$ cat src/hw/rtl/searchable_block_stack_defines.svh
// Assertion macros shared by the searchable block stack RTL.
`ifndef SEARCHABLE_BLOCK_STACK_DEFINES_SVH
`define SEARCHABLE_BLOCK_STACK_DEFINES_SVH

// Checks that the consequent holds in the same cycle as the antecedent.
`define SBS_ASSERT_SAME(lbl, clk, rst_n, ante, cons, msg) \
    lbl: assert property (@(posedge clk) disable iff (!rst_n) (ante) |-> (cons)) \
        else $error(msg);

// Checks that the consequent holds in the cycle after the antecedent.
`define SBS_ASSERT_NEXT(lbl, clk, rst_n, ante, cons, msg) \
    lbl: assert property (@(posedge clk) disable iff (!rst_n) (ante) |=> (cons)) \
        else $error(msg);

`endif

$ cat src/hw/rtl/sbs_pkg.sv
// Types and constants shared by the searchable block stack.
`default_nettype none

package sbs_pkg;

    localparam int unsigned ID_W        = 16;
    localparam int unsigned SIZE_W      = 16;
    localparam int unsigned MAX_RESULTS = 16;
    localparam int unsigned DUMP_W      = $clog2(MAX_RESULTS);

    typedef enum logic [1:0] {
        OP_PUSH   = 2'd0,
        OP_POP    = 2'd1,
        OP_SEARCH = 2'd2,
        OP_DUMP   = 2'd3
    } t_op;

    typedef enum logic [1:0] {
        STAT_OK        = 2'd0,
        STAT_EMPTY     = 2'd1,
        STAT_FULL      = 2'd2,
        STAT_NOT_FOUND = 2'd3
    } t_status;

    typedef enum logic [1:0] {
        S_IDLE = 2'd0,
        S_READ = 2'd1,
        S_EVAL = 2'd2,
        S_OUT  = 2'd3
    } t_state;

    typedef struct packed {
        logic [ID_W-1:0]   id;
        logic [SIZE_W-1:0] size;
    } t_record;

endpackage

`default_nettype wire

$ cat src/hw/rtl/sbs_store.sv
// Record memory of the stack: one write port and one registered read port.
`default_nettype none

module sbs_store #(
    parameter int unsigned DEPTH = 16,
    localparam int unsigned ADDR_W = $clog2(DEPTH)
) (
    input  wire logic               i_clk,
    input  wire logic               i_wr_en,
    input  wire logic [ADDR_W-1:0]  i_wr_addr,
    input  wire sbs_pkg::t_record   i_wr_data,
    input  wire logic               i_rd_en,
    input  wire logic [ADDR_W-1:0]  i_rd_addr,
    output sbs_pkg::t_record        o_rd_data
);

    sbs_pkg::t_record r_mem [DEPTH];
    sbs_pkg::t_record r_rd_data;

    always_ff @(posedge i_clk) begin
        if (i_wr_en) begin
            r_mem[i_wr_addr] <= i_wr_data;
        end
    end

    always_ff @(posedge i_clk) begin
        if (i_rd_en) begin
            r_rd_data <= r_mem[i_rd_addr];
        end
    end

    assign o_rd_data = r_rd_data;

endmodule

`default_nettype wire

$ cat src/hw/rtl/searchable_block_stack.sv
// Top level of the searchable block stack.
`default_nettype none

// A bounded LIFO of (process id, size) records with push, pop, search by id and
// dump from top to bottom. One item is taken at a time; the block is not ready
// again until its last result beat has been taken. A push, or a pop, search or
// dump on an empty stack, shows its result in the cycle after acceptance. A pop
// passes through a read state and an evaluate state before its result shows. A
// search examines records top down, with a read and an evaluate step for each.
// A dump reads and evaluates each record before offering it as a result beat.
// This pacing comes from the single record memory with a registered read
// port and the one id comparator that the sequencer reuses for every record.

`include "searchable_block_stack_defines.svh"

module searchable_block_stack #(
    parameter int unsigned STACK_DEPTH = 16
) (
    input  wire logic        i_clk,
    input  wire logic        i_rst_n,
    input  wire logic        i_in_valid,
    output logic             o_in_ready,
    input  wire logic [1:0]  i_op,
    input  wire logic [15:0] i_proc_id,
    input  wire logic [15:0] i_size_mb,
    output logic             o_out_valid,
    input  wire logic        i_out_ready,
    output logic [1:0]       o_status,
    output logic [15:0]      o_result_id,
    output logic [15:0]      o_result_size,
    output logic             o_last
);

    localparam int unsigned ADDR_W = $clog2(STACK_DEPTH);
    localparam int unsigned CNT_W  = $clog2(STACK_DEPTH + 1);
    localparam logic [CNT_W-1:0] FULL_CNT = CNT_W'(STACK_DEPTH);
    localparam logic [sbs_pkg::DUMP_W-1:0] DUMP_LAST =
        sbs_pkg::DUMP_W'(sbs_pkg::MAX_RESULTS - 1);

    sbs_pkg::t_state  r_state, n_state;
    sbs_pkg::t_op     r_op, n_op;
    sbs_pkg::t_status r_status, n_status;
    logic [sbs_pkg::ID_W-1:0]   r_pid, n_pid;
    logic [sbs_pkg::ID_W-1:0]   r_res_id, n_res_id;
    logic [sbs_pkg::SIZE_W-1:0] r_res_size, n_res_size;
    logic                       r_last, n_last;
    logic [CNT_W-1:0]           r_fill, n_fill;
    logic [ADDR_W-1:0]          r_ptr, n_ptr;
    logic [sbs_pkg::DUMP_W-1:0] r_dump_cnt, n_dump_cnt;

    logic             in_acc;
    logic             out_acc;
    logic             rd_en;
    logic             wr_en;
    logic             full;
    logic             empty;
    logic             hit;
    logic             ptr_zero;
    logic             dump_end;
    logic [CNT_W-1:0] ptr_ext;
    sbs_pkg::t_record wr_data;
    sbs_pkg::t_record rd_data;

    assign in_acc   = i_in_valid & o_in_ready;
    assign out_acc  = o_out_valid & i_out_ready;
    assign full     = (r_fill == FULL_CNT);
    assign empty    = (r_fill == '0);
    assign hit      = (rd_data.id == r_pid);
    assign ptr_zero = (r_ptr == '0);
    assign dump_end = ptr_zero || (r_dump_cnt == DUMP_LAST);
    assign ptr_ext  = CNT_W'(r_ptr);

    assign wr_en        = in_acc && (sbs_pkg::t_op'(i_op) == sbs_pkg::OP_PUSH) && !full;
    assign wr_data.id   = i_proc_id;
    assign wr_data.size = i_size_mb;

    sbs_store #(
        .DEPTH (STACK_DEPTH)
    ) u_store (
        .i_clk     (i_clk),
        .i_wr_en   (wr_en),
        .i_wr_addr (ADDR_W'(r_fill)),
        .i_wr_data (wr_data),
        .i_rd_en   (rd_en),
        .i_rd_addr (r_ptr),
        .o_rd_data (rd_data)
    );

    always_comb begin
        n_state = r_state;
        case (r_state)
            sbs_pkg::S_IDLE: begin
                if (in_acc) begin
                    if (sbs_pkg::t_op'(i_op) == sbs_pkg::OP_PUSH || empty) begin
                        n_state = sbs_pkg::S_OUT;
                    end else begin
                        n_state = sbs_pkg::S_READ;
                    end
                end
            end
            sbs_pkg::S_READ: begin
                n_state = sbs_pkg::S_EVAL;
            end
            sbs_pkg::S_EVAL: begin
                if (r_op == sbs_pkg::OP_SEARCH && !hit && !ptr_zero) begin
                    n_state = sbs_pkg::S_READ;
                end else begin
                    n_state = sbs_pkg::S_OUT;
                end
            end
            sbs_pkg::S_OUT: begin
                if (out_acc) begin
                    if (r_op == sbs_pkg::OP_DUMP && !r_last) begin
                        n_state = sbs_pkg::S_READ;
                    end else begin
                        n_state = sbs_pkg::S_IDLE;
                    end
                end
            end
            default: begin
                n_state = sbs_pkg::S_IDLE;
            end
        endcase
    end

    always_comb begin
        o_in_ready  = 1'b0;
        o_out_valid = 1'b0;
        rd_en       = 1'b0;
        case (r_state)
            sbs_pkg::S_IDLE: o_in_ready  = 1'b1;
            sbs_pkg::S_READ: rd_en       = 1'b1;
            sbs_pkg::S_OUT:  o_out_valid = 1'b1;
            default: begin
                o_in_ready = 1'b0;
            end
        endcase
    end

    always_comb begin
        n_op       = r_op;
        n_pid      = r_pid;
        n_status   = r_status;
        n_res_id   = r_res_id;
        n_res_size = r_res_size;
        n_last     = r_last;
        n_fill     = r_fill;
        n_ptr      = r_ptr;
        n_dump_cnt = r_dump_cnt;
        case (r_state)
            sbs_pkg::S_IDLE: begin
                if (in_acc) begin
                    n_op       = sbs_pkg::t_op'(i_op);
                    n_pid      = i_proc_id;
                    n_status   = sbs_pkg::STAT_OK;
                    n_res_id   = '0;
                    n_res_size = '0;
                    n_last     = 1'b1;
                    n_dump_cnt = '0;
                    n_ptr      = ADDR_W'(r_fill - CNT_W'(1));
                    case (sbs_pkg::t_op'(i_op))
                        sbs_pkg::OP_PUSH: begin
                            if (full) begin
                                n_status = sbs_pkg::STAT_FULL;
                            end else begin
                                n_fill     = r_fill + CNT_W'(1);
                                n_res_id   = i_proc_id;
                                n_res_size = i_size_mb;
                            end
                        end
                        sbs_pkg::OP_POP: begin
                            if (empty) begin
                                n_status = sbs_pkg::STAT_EMPTY;
                            end else begin
                                n_fill = r_fill - CNT_W'(1);
                            end
                        end
                        sbs_pkg::OP_SEARCH: begin
                            if (empty) begin
                                n_status = sbs_pkg::STAT_NOT_FOUND;
                            end
                        end
                        default: begin
                            if (empty) begin
                                n_status = sbs_pkg::STAT_EMPTY;
                            end
                        end
                    endcase
                end
            end
            sbs_pkg::S_EVAL: begin
                case (r_op)
                    sbs_pkg::OP_POP: begin
                        n_status   = sbs_pkg::STAT_OK;
                        n_res_id   = rd_data.id;
                        n_res_size = '0;
                        n_last     = 1'b1;
                    end
                    sbs_pkg::OP_SEARCH: begin
                        if (hit) begin
                            n_status   = sbs_pkg::STAT_OK;
                            n_res_id   = rd_data.id;
                            n_res_size = rd_data.size;
                        end else if (ptr_zero) begin
                            n_status   = sbs_pkg::STAT_NOT_FOUND;
                            n_res_id   = '0;
                            n_res_size = '0;
                        end else begin
                            n_ptr = r_ptr - ADDR_W'(1);
                        end
                        n_last = 1'b1;
                    end
                    sbs_pkg::OP_DUMP: begin
                        n_status   = sbs_pkg::STAT_OK;
                        n_res_id   = rd_data.id;
                        n_res_size = rd_data.size;
                        n_last     = dump_end;
                    end
                    default: begin
                        n_last = 1'b1;
                    end
                endcase
            end
            sbs_pkg::S_OUT: begin
                if (out_acc && r_op == sbs_pkg::OP_DUMP && !r_last) begin
                    n_ptr      = r_ptr - ADDR_W'(1);
                    n_dump_cnt = r_dump_cnt + sbs_pkg::DUMP_W'(1);
                end
            end
            default: begin
                n_ptr = r_ptr;
            end
        endcase
    end

    always_ff @(posedge i_clk) begin
        if (!i_rst_n) begin
            r_state <= sbs_pkg::S_IDLE;
            r_fill  <= '0;
        end else begin
            r_state <= n_state;
            r_fill  <= n_fill;
        end
    end

    always_ff @(posedge i_clk) begin
        r_op       <= n_op;
        r_pid      <= n_pid;
        r_status   <= n_status;
        r_res_id   <= n_res_id;
        r_res_size <= n_res_size;
        r_last     <= n_last;
        r_ptr      <= n_ptr;
        r_dump_cnt <= n_dump_cnt;
    end

    assign o_status      = r_status;
    assign o_result_id   = r_res_id;
    assign o_result_size = r_res_size;
    assign o_last        = r_last;

    // The fill count never passes the stack depth.
    `SBS_ASSERT_SAME(a_fill_bound, i_clk, i_rst_n, 1'b1, r_fill <= FULL_CNT,
        "fill count above stack depth")

    // A push that finds room grows the stack by exactly one record.
    `SBS_ASSERT_NEXT(a_push_grows, i_clk, i_rst_n,
        i_rst_n && in_acc && (i_op == sbs_pkg::OP_PUSH) && !full,
        r_fill == $past(r_fill) + CNT_W'(1), "push did not grow the stack")

    // The stack changes size only when a beat is accepted.
    `SBS_ASSERT_NEXT(a_fill_hold, i_clk, i_rst_n, i_rst_n && !in_acc,
        $stable(r_fill), "fill count changed without an input beat")

    // Every memory read stays at or below the fill count; a pop reads the record it has just taken off.
    `SBS_ASSERT_SAME(a_read_in_range, i_clk, i_rst_n, r_state == sbs_pkg::S_READ,
        ptr_ext <= r_fill, "read beyond the top of the stack")

endmodule

`default_nettype wire

$ cat config.mk
export PLATFORM = sky130hd
export DESIGN_NAME = searchable_block_stack
export DESIGN_NICKNAME = d
export VERILOG_FILES = /design/src/hw/rtl/sbs_pkg.sv /design/src/hw/rtl/sbs_store.sv /design/src/hw/rtl/searchable_block_stack.sv
export VERILOG_INCLUDE_DIRS = /design/src /design/src/hw/rtl
export SDC_FILE = /design/constraint.sdc
export NUM_CORES = 1
export LEC_CHECK = 0
export BUFFER_PORTS_ARGS = -buffer_cell sky130_fd_sc_hd__buf_2
export CORE_UTILIZATION = 35
export DETAILED_ROUTE_END_ITERATION = 8
export PLACE_DENSITY = 0.6
export SLEW_MARGIN = 25
export SYNTH_ARGS = -nofsm -noshare
export SYNTH_HDL_FRONTEND = slang
export SYNTH_SLANG_ARGS = --single-unit
$ cat constraint.sdc
create_clock -name i_clk -period 4.7 [get_ports i_clk]
set_input_delay 0.705 -clock i_clk [delete_from_list [all_inputs] [get_ports i_clk]]
set_output_delay 0.705 -clock i_clk [all_outputs]
set_load 0.05 [all_outputs]
# [After elaboration in Yosys (flattened, before gate mapping)]
# Memory sizes are Yosys's and may differ from the RTL's. A register that Yosys moved wholly into a read port is not among the register bits.
# Cells that the tools add are included.
[totals] ff_bits=68 latch_bits=0 ram_bits=512 mem_bits_ro=0 in_bits=38 output_inout_bits=37 wordCells=117 n_memories=1
[memory_table] memory="u_store.r_mem" words=16 width=32 rd=1 rd_ports_with_merged_regs=1 wr=1 line_no="sbs_store.sv:17" source="sbs_pkg::t_record r_mem [DEPTH];"
[classes] n_addsub=4 mul=0 n_div=0 n_lt_le_gt_ge=0 eq_ne=22 shift=0 mux=48 n_bitwise=2 reduce_logical=30
[op_table] operator="16-bit two-way mux" n=9
[op_table] operator="16-bit one-hot mux with 2 select lines" n=3
[op_table] operator="16-bit one-hot mux with 3 select lines" n=1
[op_table] operator="4-bit two-way mux" n=7
[op_table] operator="2-bit two-way mux" n=9
[op_table] operator="16-bit equality test" n=1
[op_table] operator="2-bit inequality test (second input constant)" n=8
[op_table] operator="2-bit one-hot mux with 2 select lines" n=3
[op_table] operator="4-bit one-hot mux with 3 select lines" n=1
[op_table] operator="2-bit equality test (second input constant)" n=5
[op_table] operator="5-bit two-way mux" n=2
[op_table] operator="5-bit one-hot mux with 2 select lines" n=1
[op_table] operator="1-bit two-way mux" n=9
[op_table] operator="2-bit one-hot mux with 4 select lines" n=1
[op_table] operator="4-bit one-hot mux with 2 select lines" n=1
[op_table] operator="4-bit AND reduction" n=2
[op_table] operator="1-bit logical AND" n=7
[op_table] operator="2-bit by 1-bit equality test with 1-bit output (second input constant)" n=3
[op_table] operator="2-bit AND reduction" n=3
[op_table] operator="6-bit AND reduction" n=1
[op_table] operator="2-bit nonzero test" n=3
[op_table] operator="5-bit by 1-bit adder with 5-bit output (second input constant)" n=1
[op_table] operator="5-bit equality test (second input constant)" n=1
[op_table] operator="5-bit zero test" n=1
[op_table] operator="17 further kinds" n=23

# [Depth between registers and ports, before layout]
# Gate-level depths: netlist (run 1).
[depth] ltp_word=7 ltp_mapped=9 ltp_nobuf=6

# [Hierarchy]
# Synthesis (run 1) repeated with hierarchy kept, for this count alone.
[hier_totals] hier_cells=1105 area_unflattened_um2=23467.5
[modules_own_cells] module="sbs_store" n_inst=1 cells_each=838 area_each_um2=20155.6 seq_area_each_um2=16335.7
[modules_own_cells] module="searchable_block_stack" n_inst=1 cells_each=267 area_each_um2=3311.9 seq_area_each_um2=1971.9

# [Worst setup path before layout (run 1)]
# Ideal clock, no wire load.
[synth_path] path_kind="input-to-reg" from="input port i_in_valid" to="memory u_store.r_mem[3][0] (netlist bit) (enable)" setup_time_ns=0.461 arrival_time_ns=3.896 required_ns=4.239 path_slack_ns=0.343 cell_stages=4 n_path_buf=0 cell_sequence="or3b_4 > a2111oi_2 > nand2_1 > nor3_1"
[synth_between] elab_chain_len=5
[synth_lines] element="start, declared" line_no="searchable_block_stack.sv:21" source="input wire logic i_in_valid,"
[synth_lines] element="1-bit AND" line_no="searchable_block_stack.sv:64" source="assign in_acc = i_in_valid & o_in_ready;"
[synth_lines] element="1-bit logical AND (2 in a row)" line_no="searchable_block_stack.sv:73" source="assign wr_en = in_acc && (sbs_pkg::t_op'(i_op) == sbs_pkg::OP_PUSH) && !full;"
[synth_lines] element="1-bit two-way mux" line_no="sbs_store.sv:21" source="if (i_wr_en) begin"
[synth_lines] element="1-bit two-way mux (not written as such)" line_no="sbs_store.sv:22" source="r_mem[i_wr_addr] <= i_wr_data;"
[synth_lines] element="end, declared" line_no="sbs_store.sv:17"
# No other way between the ends.

# [Final worst setup path (run 1)]
[layout_path] from="register r_fill[0]" to="memory u_store.r_mem[13][20] (netlist bit) (enable)"
[layout_between] elab_chain_len=5
[layout_lines] element="start, declared" line_no="searchable_block_stack.sv:47" source="logic [CNT_W-1:0] r_fill, n_fill;"
[layout_lines] element="start signal, assigned" line_no="searchable_block_stack.sv:242" source="r_fill <= n_fill;"
[layout_lines] element="5-bit equality test" line_no="searchable_block_stack.sv:66" source="assign full = (r_fill == FULL_CNT);"
[layout_lines] element="1-bit zero test" line_no="searchable_block_stack.sv:73"
[layout_lines] element="1-bit logical AND" line_no="searchable_block_stack.sv:73"
[layout_lines] element="1-bit two-way mux" line_no="sbs_store.sv:21"
[layout_lines] element="1-bit two-way mux (not written as such)" line_no="sbs_store.sv:22"
# Several ways; a longest one is shown, not always the timed one.

==> run_results.csv, run 1 <==
group,metric,value,unit
sta,period_minus_slack,3060,ps
routing,drc,0,
clock_network,cts_hold_buffers,0,
layout,drive_gt1_share,30.5,%
layout,num_antenna_cells,0,
synth,syn_inst,1062,
layout,fillers,5721,
sta,grt_setup_unrepaired,"no",
sta,drv_slew,0,
sta,finalHoldViolations,0,
clock_network,cts_tree,"built",
routing,routedWlPerCell,23.9,um
die,die_area,68500,um2
global_routing,grt_pass1_vias,11100,
placed_design,place_ws,1430,ps
routing,route.vias.total,10800,
global_routing,grt_max_degree,130,
sta,period_share,65.2,%
synth,ys_seq_area_share,77.6,%
synth,ys_ff_latch,612,
layout,layout_common_cells,"edfxtp_1 (605), mux4_2 (151), buf_2 (74)",
worst_setup_path,arrival,3380,ps
layout,fin_nets,1226,
synth,syn_area,23600,um2
clock_network,clk_path_buf_depth,3,
sta,tightest_slew,996,ps
layout,finalNonFillerCells,2095,
worst_setup_path,critPathLaunchType,"register",
synth,synth_cell_types,49,
layout,multiInputGateArea,5110,um2
global_routing,gr-total-overflow,0,
placed_design,placedCellCount,1981,
worst_setup_path,r2r_slack,1640,ps
worst_setup_path,timing.rr.end,"u_store.r_mem[13][20]",
routing,via_per_inst,5.15,
sta,skew,24.2,ps
worst_setup_path,critPathKind,"register to register",
placed_design,hpwlAfterDp,28800,um
synth,syn_avg_cell_area,22.2,um2
clock_network,post_cts_buffers,0,
run_status,outcome,"finished clean",
die,dieHeight,262,um
hold_path,hold_depth,3,
worst_setup_path,endpoint_kind,"register",
global_routing,antenna_found_initial,1,
layout,areaGrowthSynthToFinish,15.8,%
worst_setup_path,critical_path_required,5010,ps
die,die_w,262,um
routing,drtPass1Iterations,5,
sta,setup_viol,0,
hold_path,holdPathEnd,"r_state[1]",
clock_network,h-tree-depth,2,
run,cap_violations,0,
sta,clock.fmax,326,MHz
synth,synth_nets,1107,
synth,synthFlopType,"edfxtp_1",
power,cellPowerDensity,477,nW/um2
placed_design,place_area,25200,um2
power,peakVddDrop,0.273,mV
placed_design,port_buffers,74,
routing,drt-initial-drc-count,925,
clock_network,insertion_delay,630,ps
synth,ys_warn_count,0,
worst_setup_path,regToRegStartpoint,"r_fill[0]",
sta,slew_headroom,33.6,%
synth,synth_edf_count,605,
layout,fin_area,27300,um2
worst_setup_path,critPathMaxFanout,13,
clock_network,cts_resized,0,
global_routing,grt_pass1_wl,74500,um
worst_setup_path,worst-r2r-cell-count,7,
synth,synth-async-reset-ratio,0,%
layout,mostFrequentLayoutCell,"edfxtp_1",
die,core-area,66200,um2
die,num_io_pins,75,
sta,timing.setup.tns,0,ps
global_routing,grt.total_usage,15.0,%
power,p_leak,8.72,nW
die,row_count,94,
routing,wl,50200,um
clock_network,cts_buffers,61,
die,initial_utilization,35.6,%
layout,regArea,18300,um2
clock_network,root_buffer,"clkbuf_16",
routing,antenna_left,0,
hold_path,worstHoldPathType,"primary input to register",
clock_network,cts_sinks,612,
clock_network,path_clk_slew,60,ps
sta,fin_ws,1640,ps
hold_path,hp-start,"i_rst_n",
placed_design,gp_congestion,0.763,
[worst max path at each step]
stage / startpoint / to / slack [ps]
CTS: r_fill[0] / u_store.r_mem[13][20] / 1600
finish: r_fill[0] / u_store.r_mem[13][20] / 1640
floorplan: i_in_valid / u_store.r_mem[3][0] / 340
detailed placement: i_in_valid / u_store.r_mem[13][10] / 1430
global route: r_fill[0] / u_store.r_mem[6][7] / 1470
global placement: i_in_valid / u_store.r_mem[13][10] / 1440
[state kept, by name, indices dropped and copies added, names as in the netlist]
name,count
o_status,2
r_pid,16
r_dump_cnt,4
r_op,2
u_store.r_mem,512
u_store.o_rd_data,32
o_result_id,16
o_result_size,16
o_last,1
r_fill,5
r_ptr,4
r_state,2
[power breakdown]
part | internal (mW) | leakage, nW | switching [mW]
Sequential | 6.23 | 5.54 | 0.0950
Combinational | 0.721 | 2.16 | 0.979
Clock | 3.00 | 1.02 | 2.01
Total | 9.95 | 8.72 | 3.08
[per-stage QoR]
step                total power [mW]  util, %  hold WS [ps]
floorplan                       7.67        -           543
finish                          13.0     41.3           352
CTS                             13.2     41.2           311
detailed placement              8.17     38.1           587
global route                    13.5     41.3           327
global placement                8.16     38.1           574
[synthesized netlist by cell type, types with 6 or more instances]
cell type | instances | area (um2)
buf_1 | 11 | 41.3
edfxtp_1 | 605 | 18200
mux4_2 | 151 | 3400
buf_2 | 7 | 35.0
inv_1 | 9 | 33.8
o21ai_0 | 35 | 175
ha_1 | 7 | 87.6
nand2_1 | 72 | 270
nor2_1 | 24 | 90.1
mux4_1 | 9 | 236
nor3_1 | 6 | 30.0
xor2_1 | 21 | 184
clkbuf_1 | 23 | 86.3
buf_6 | 11 | 124
dfxtp_1 | 7 | 140
[layer usage]
metal  vias to the layer above  track usage (%)  wire length [um]
li1                       4668                -                 -
met1                      5753             21.8             23000
met2                       306             23.2             23600
met3                        70             2.85              2690
met4                         0             3.57               941
met5                         -                0                 0
[logic make-up (layout without fill, tap and decap cells)]
logic type / Yosys count / after routing / synth area share (%)
xor+xnor: 26 / 26 / 0.965
simple gates: 130 / 130 / 2.44
fa+ha+maj: 7 / 7 / 0.371
buf+inv: 62 / 231 / 1.44
flops: 612 / 612 / 77.6
mux: 163 / 163 / 15.5
compound gates: 62 / 62 / 1.66
[critical path, cell delays in order (launching register included)]
cell and delay (ps):
dfxtp_1 400, inv_1 140, ha_1 250, nor3b_1 230
a2111oi_2 580, nand2_1 360, nor2_4 470, buf_4 320
[layout make-up]
type,count,area share [%]
Multi-Input combinational cell,388,18.7
Clock inverter,36,1.63
Sequential cell,612,67.0
Clock buffer,77,5.99
Tap cell,864,3.96
Timing Repair Buffer,109,2.59
Inverter,9,0.124
(Power assumes the default switching activity.)
==> run 2: changes to the inputs <==
==> constraint.sdc (replaced) <==
create_clock -name i_clk -period 3.1 [get_ports i_clk]
set_input_delay 0.465 -clock i_clk [delete_from_list [all_inputs] [get_ports i_clk]]
set_output_delay 0.465 -clock i_clk [all_outputs]
set_load 0.05 [all_outputs]
==> run 2 against run 1 <==
  * Largest power group unchanged
  * Clock-buffer cell count rose by 4
  * Non-clock buffer count is 18 higher
  * Cell count up 0.95%
  * Total power increased by 54%
  * Sequential cell count unchanged
  * Register-to-register slack lost 1500 ps
  * Core utilization rose by 0.63 points
  * Fmax grew 2.3%
  * Global-route usage grew 0.35 points
  * Critical path depth did not move
  * Cell area increased by 1.5%
  * Sequential share of layout area fell by 1.0 points
==> run_results.csv, run 2 (synthesized netlist as in run 1, its figures left out) <==
group,metric,value,unit
sta,period_minus_slack,2990,ps
placed_design,place_ws,190,ps
power,p_seq_share,47.6,%
worst_setup_path,critPathLaunchType,"register",
clock_network,path_clk_slew,60,ps
layout,layout_common_cells,"edfxtp_1 (605), mux4_2 (151), buf_2 (74)",
layout,drive_gt1_share,31.8,%
layout,regMostFlops,"u_store.r_mem",
sta,drv_slew,0,
clock_network,cts_resized,0,
clock_network,clk_path_buf_depth,3,
power,switchingPower,4.77,mW
die,row_count,94,
routing,route.vias.total,11000,
run,cap_violations,0,
die,num_io_pins,75,
die,initial_utilization,35.6,%
sta,period_share,96.6,%
routing,drc,0,
layout,num_antenna_cells,0,
layout,fillers,5669,
worst_setup_path,endpoint_kind,"register",
power,cellPowerDensity,724,nW/um2
global_routing,gr-total-overflow,0,
layout,areaGrowthSynthToFinish,17.5,%
global_routing,grt_pass1_vias,11500,
die,die_w,262,um
die,die_area,68500,um2
sta,grt_setup_unrepaired,"yes",
global_routing,grt_max_degree,76,
power,p_sw_share,23.8,%
layout,largest_reg_flops,512,
worst_setup_path,critical_path_required,3380,ps
routing,drt-initial-drc-count,807,
run_status,outcome,"finished clean",
die,dieHeight,262,um
global_routing,grt.total_usage,15.3,%
sta,skew,28.0,ps
placed_design,hpwlAfterDp,29800,um
worst_setup_path,arrival,3270,ps
clock_network,cts_sinks,612,
clock_network,cts_buffers,66,
sta,clock.fmax,334,MHz
power,peakVddDrop,0.309,mV
routing,antenna_left,0,
power,power_frac_comb,13.3,%
layout,mostFrequentLayoutCell,"edfxtp_1",
worst_setup_path,critPathMaxFanout,12,
sta,slew_headroom,39.8,%
global_routing,antenna_found_initial,3,
sta,fin_ws,106,ps
sta,tightest_slew,900,ps
routing,via_per_inst,5.20,
routing,routedWlPerCell,24.3,um
layout,fin_area,27700,um2
clock_network,h-tree-depth,3,
hold_path,worstHoldPathType,"primary input to register",
placed_design,port_buffers,74,
sta,setup_viol,0,
power,p_clk_share,39.1,%
routing,drtPass1Iterations,5,
layout,fin_nets,1249,
clock_network,cts_tree,"built",
routing,wl,51300,um
power,p_int,15.3,mW
sta,timing.hold.ws,143,ps
clock_network,insertion_delay,590,ps
sta,timing.setup.tns,0,ps
sta,finalHoldViolations,0,
placed_design,gp_congestion,0.781,
worst_setup_path,critPathKind,"register to register",
global_routing,grt_pass1_wl,76100,um
die,core-area,66200,um2
placed_design,place_area,25600,um2
clock_network,root_buffer,"clkbuf_16",
power,p_leak,8.87,nW
## run 2: changes by cell type in the layout (fill, tap and decap cells not counted), moves of 3 or more
cell | previous run | this run
clkbuf_16 | 61 | 69
clkinvlp_4 | 1 | 5
buf_4 | 29 | 32
nor3_4 | 0 | 3
clkinv_1 | 12 | 9
buf_12 | 6 | 21
nor3_2 | 3 | 0
clkbuf_8 | 5 | 0
## run 2: area by class of cell
cell class	instances	area [um2]	share of cell area (%)
well taps	864	1080	3.90
clock buffers	81	1770	6.39
clock inverters	34	383	1.38
inverters	9	33.8	0.122
multi-input cells	388	5130	18.5
flip-flops and latches	612	18300	66.0
repair buffers	127	1030	3.72
## run 2: worst paths after layout
path                                            start                    to  slack [ps]  cells past startpoint
worst min-delay path                          i_rst_n            r_state[1]         140                      3
worst max register to register              r_fill[0]  u_store.r_mem[3][21]         110                      7
worst min register to register  u_store.o_rd_data[11]     o_result_size[11]         590                      2
worst max-delay path                        r_fill[0]  u_store.r_mem[3][21]         110                      7
## run 2: critical path: stages (launching register included)
cell	delay [ps]
dfxtp_1	430
inv_1	140
ha_1	250
nor3b_1	230
a2111oi_2	650
nand2_1	390
nor3_4	300
buf_4	280
## run 2: routing by layer
metal / global-route usage (%) / vias to the layer above / share of wire (%)
met5: 0 / - / 0
met4: 4.83 / 0 / 2.0
met3: 3.04 / 74 / 6.1
met2: 23.8 / 335 / 47
met1: 21.8 / 5890 / 45
li1: - / 4703 / -
## run 2: timing repair
action                     4_1_cts  5_1_grt
setup endpoints to repair        0        1
hold buffers                     0        0
buffers inserted                 0        0
## run 2: through the flow
| stage | power [mW] | utilization (%) | instances |
|---|---|---|---|
| global placement | 12.4 | 38.6 | 2000 |
| floorplan | 11.6 | - | 1062 |
| global route | 20.8 | 41.9 | 2115 |
| detailed placement | 12.5 | 38.6 | 2000 |
| finish | 20.1 | 41.9 | 2115 |
| CTS | 20.3 | 41.9 | 2115 |
## run 2: power by group through the flow
stage | logic, mW | registers, mW | clock network [mW]
6_report | 2.68 | 9.56 | 7.85
4_1_cts | 2.74 | 9.57 | 8.03
3_3_place_gp | 2.71 | 9.74 | 0
3_5_place_dp | 2.74 | 9.74 | 0
5_1_grt | 2.87 | 9.59 | 8.31
2_1_floorplan | 1.65 | 9.97 | 0
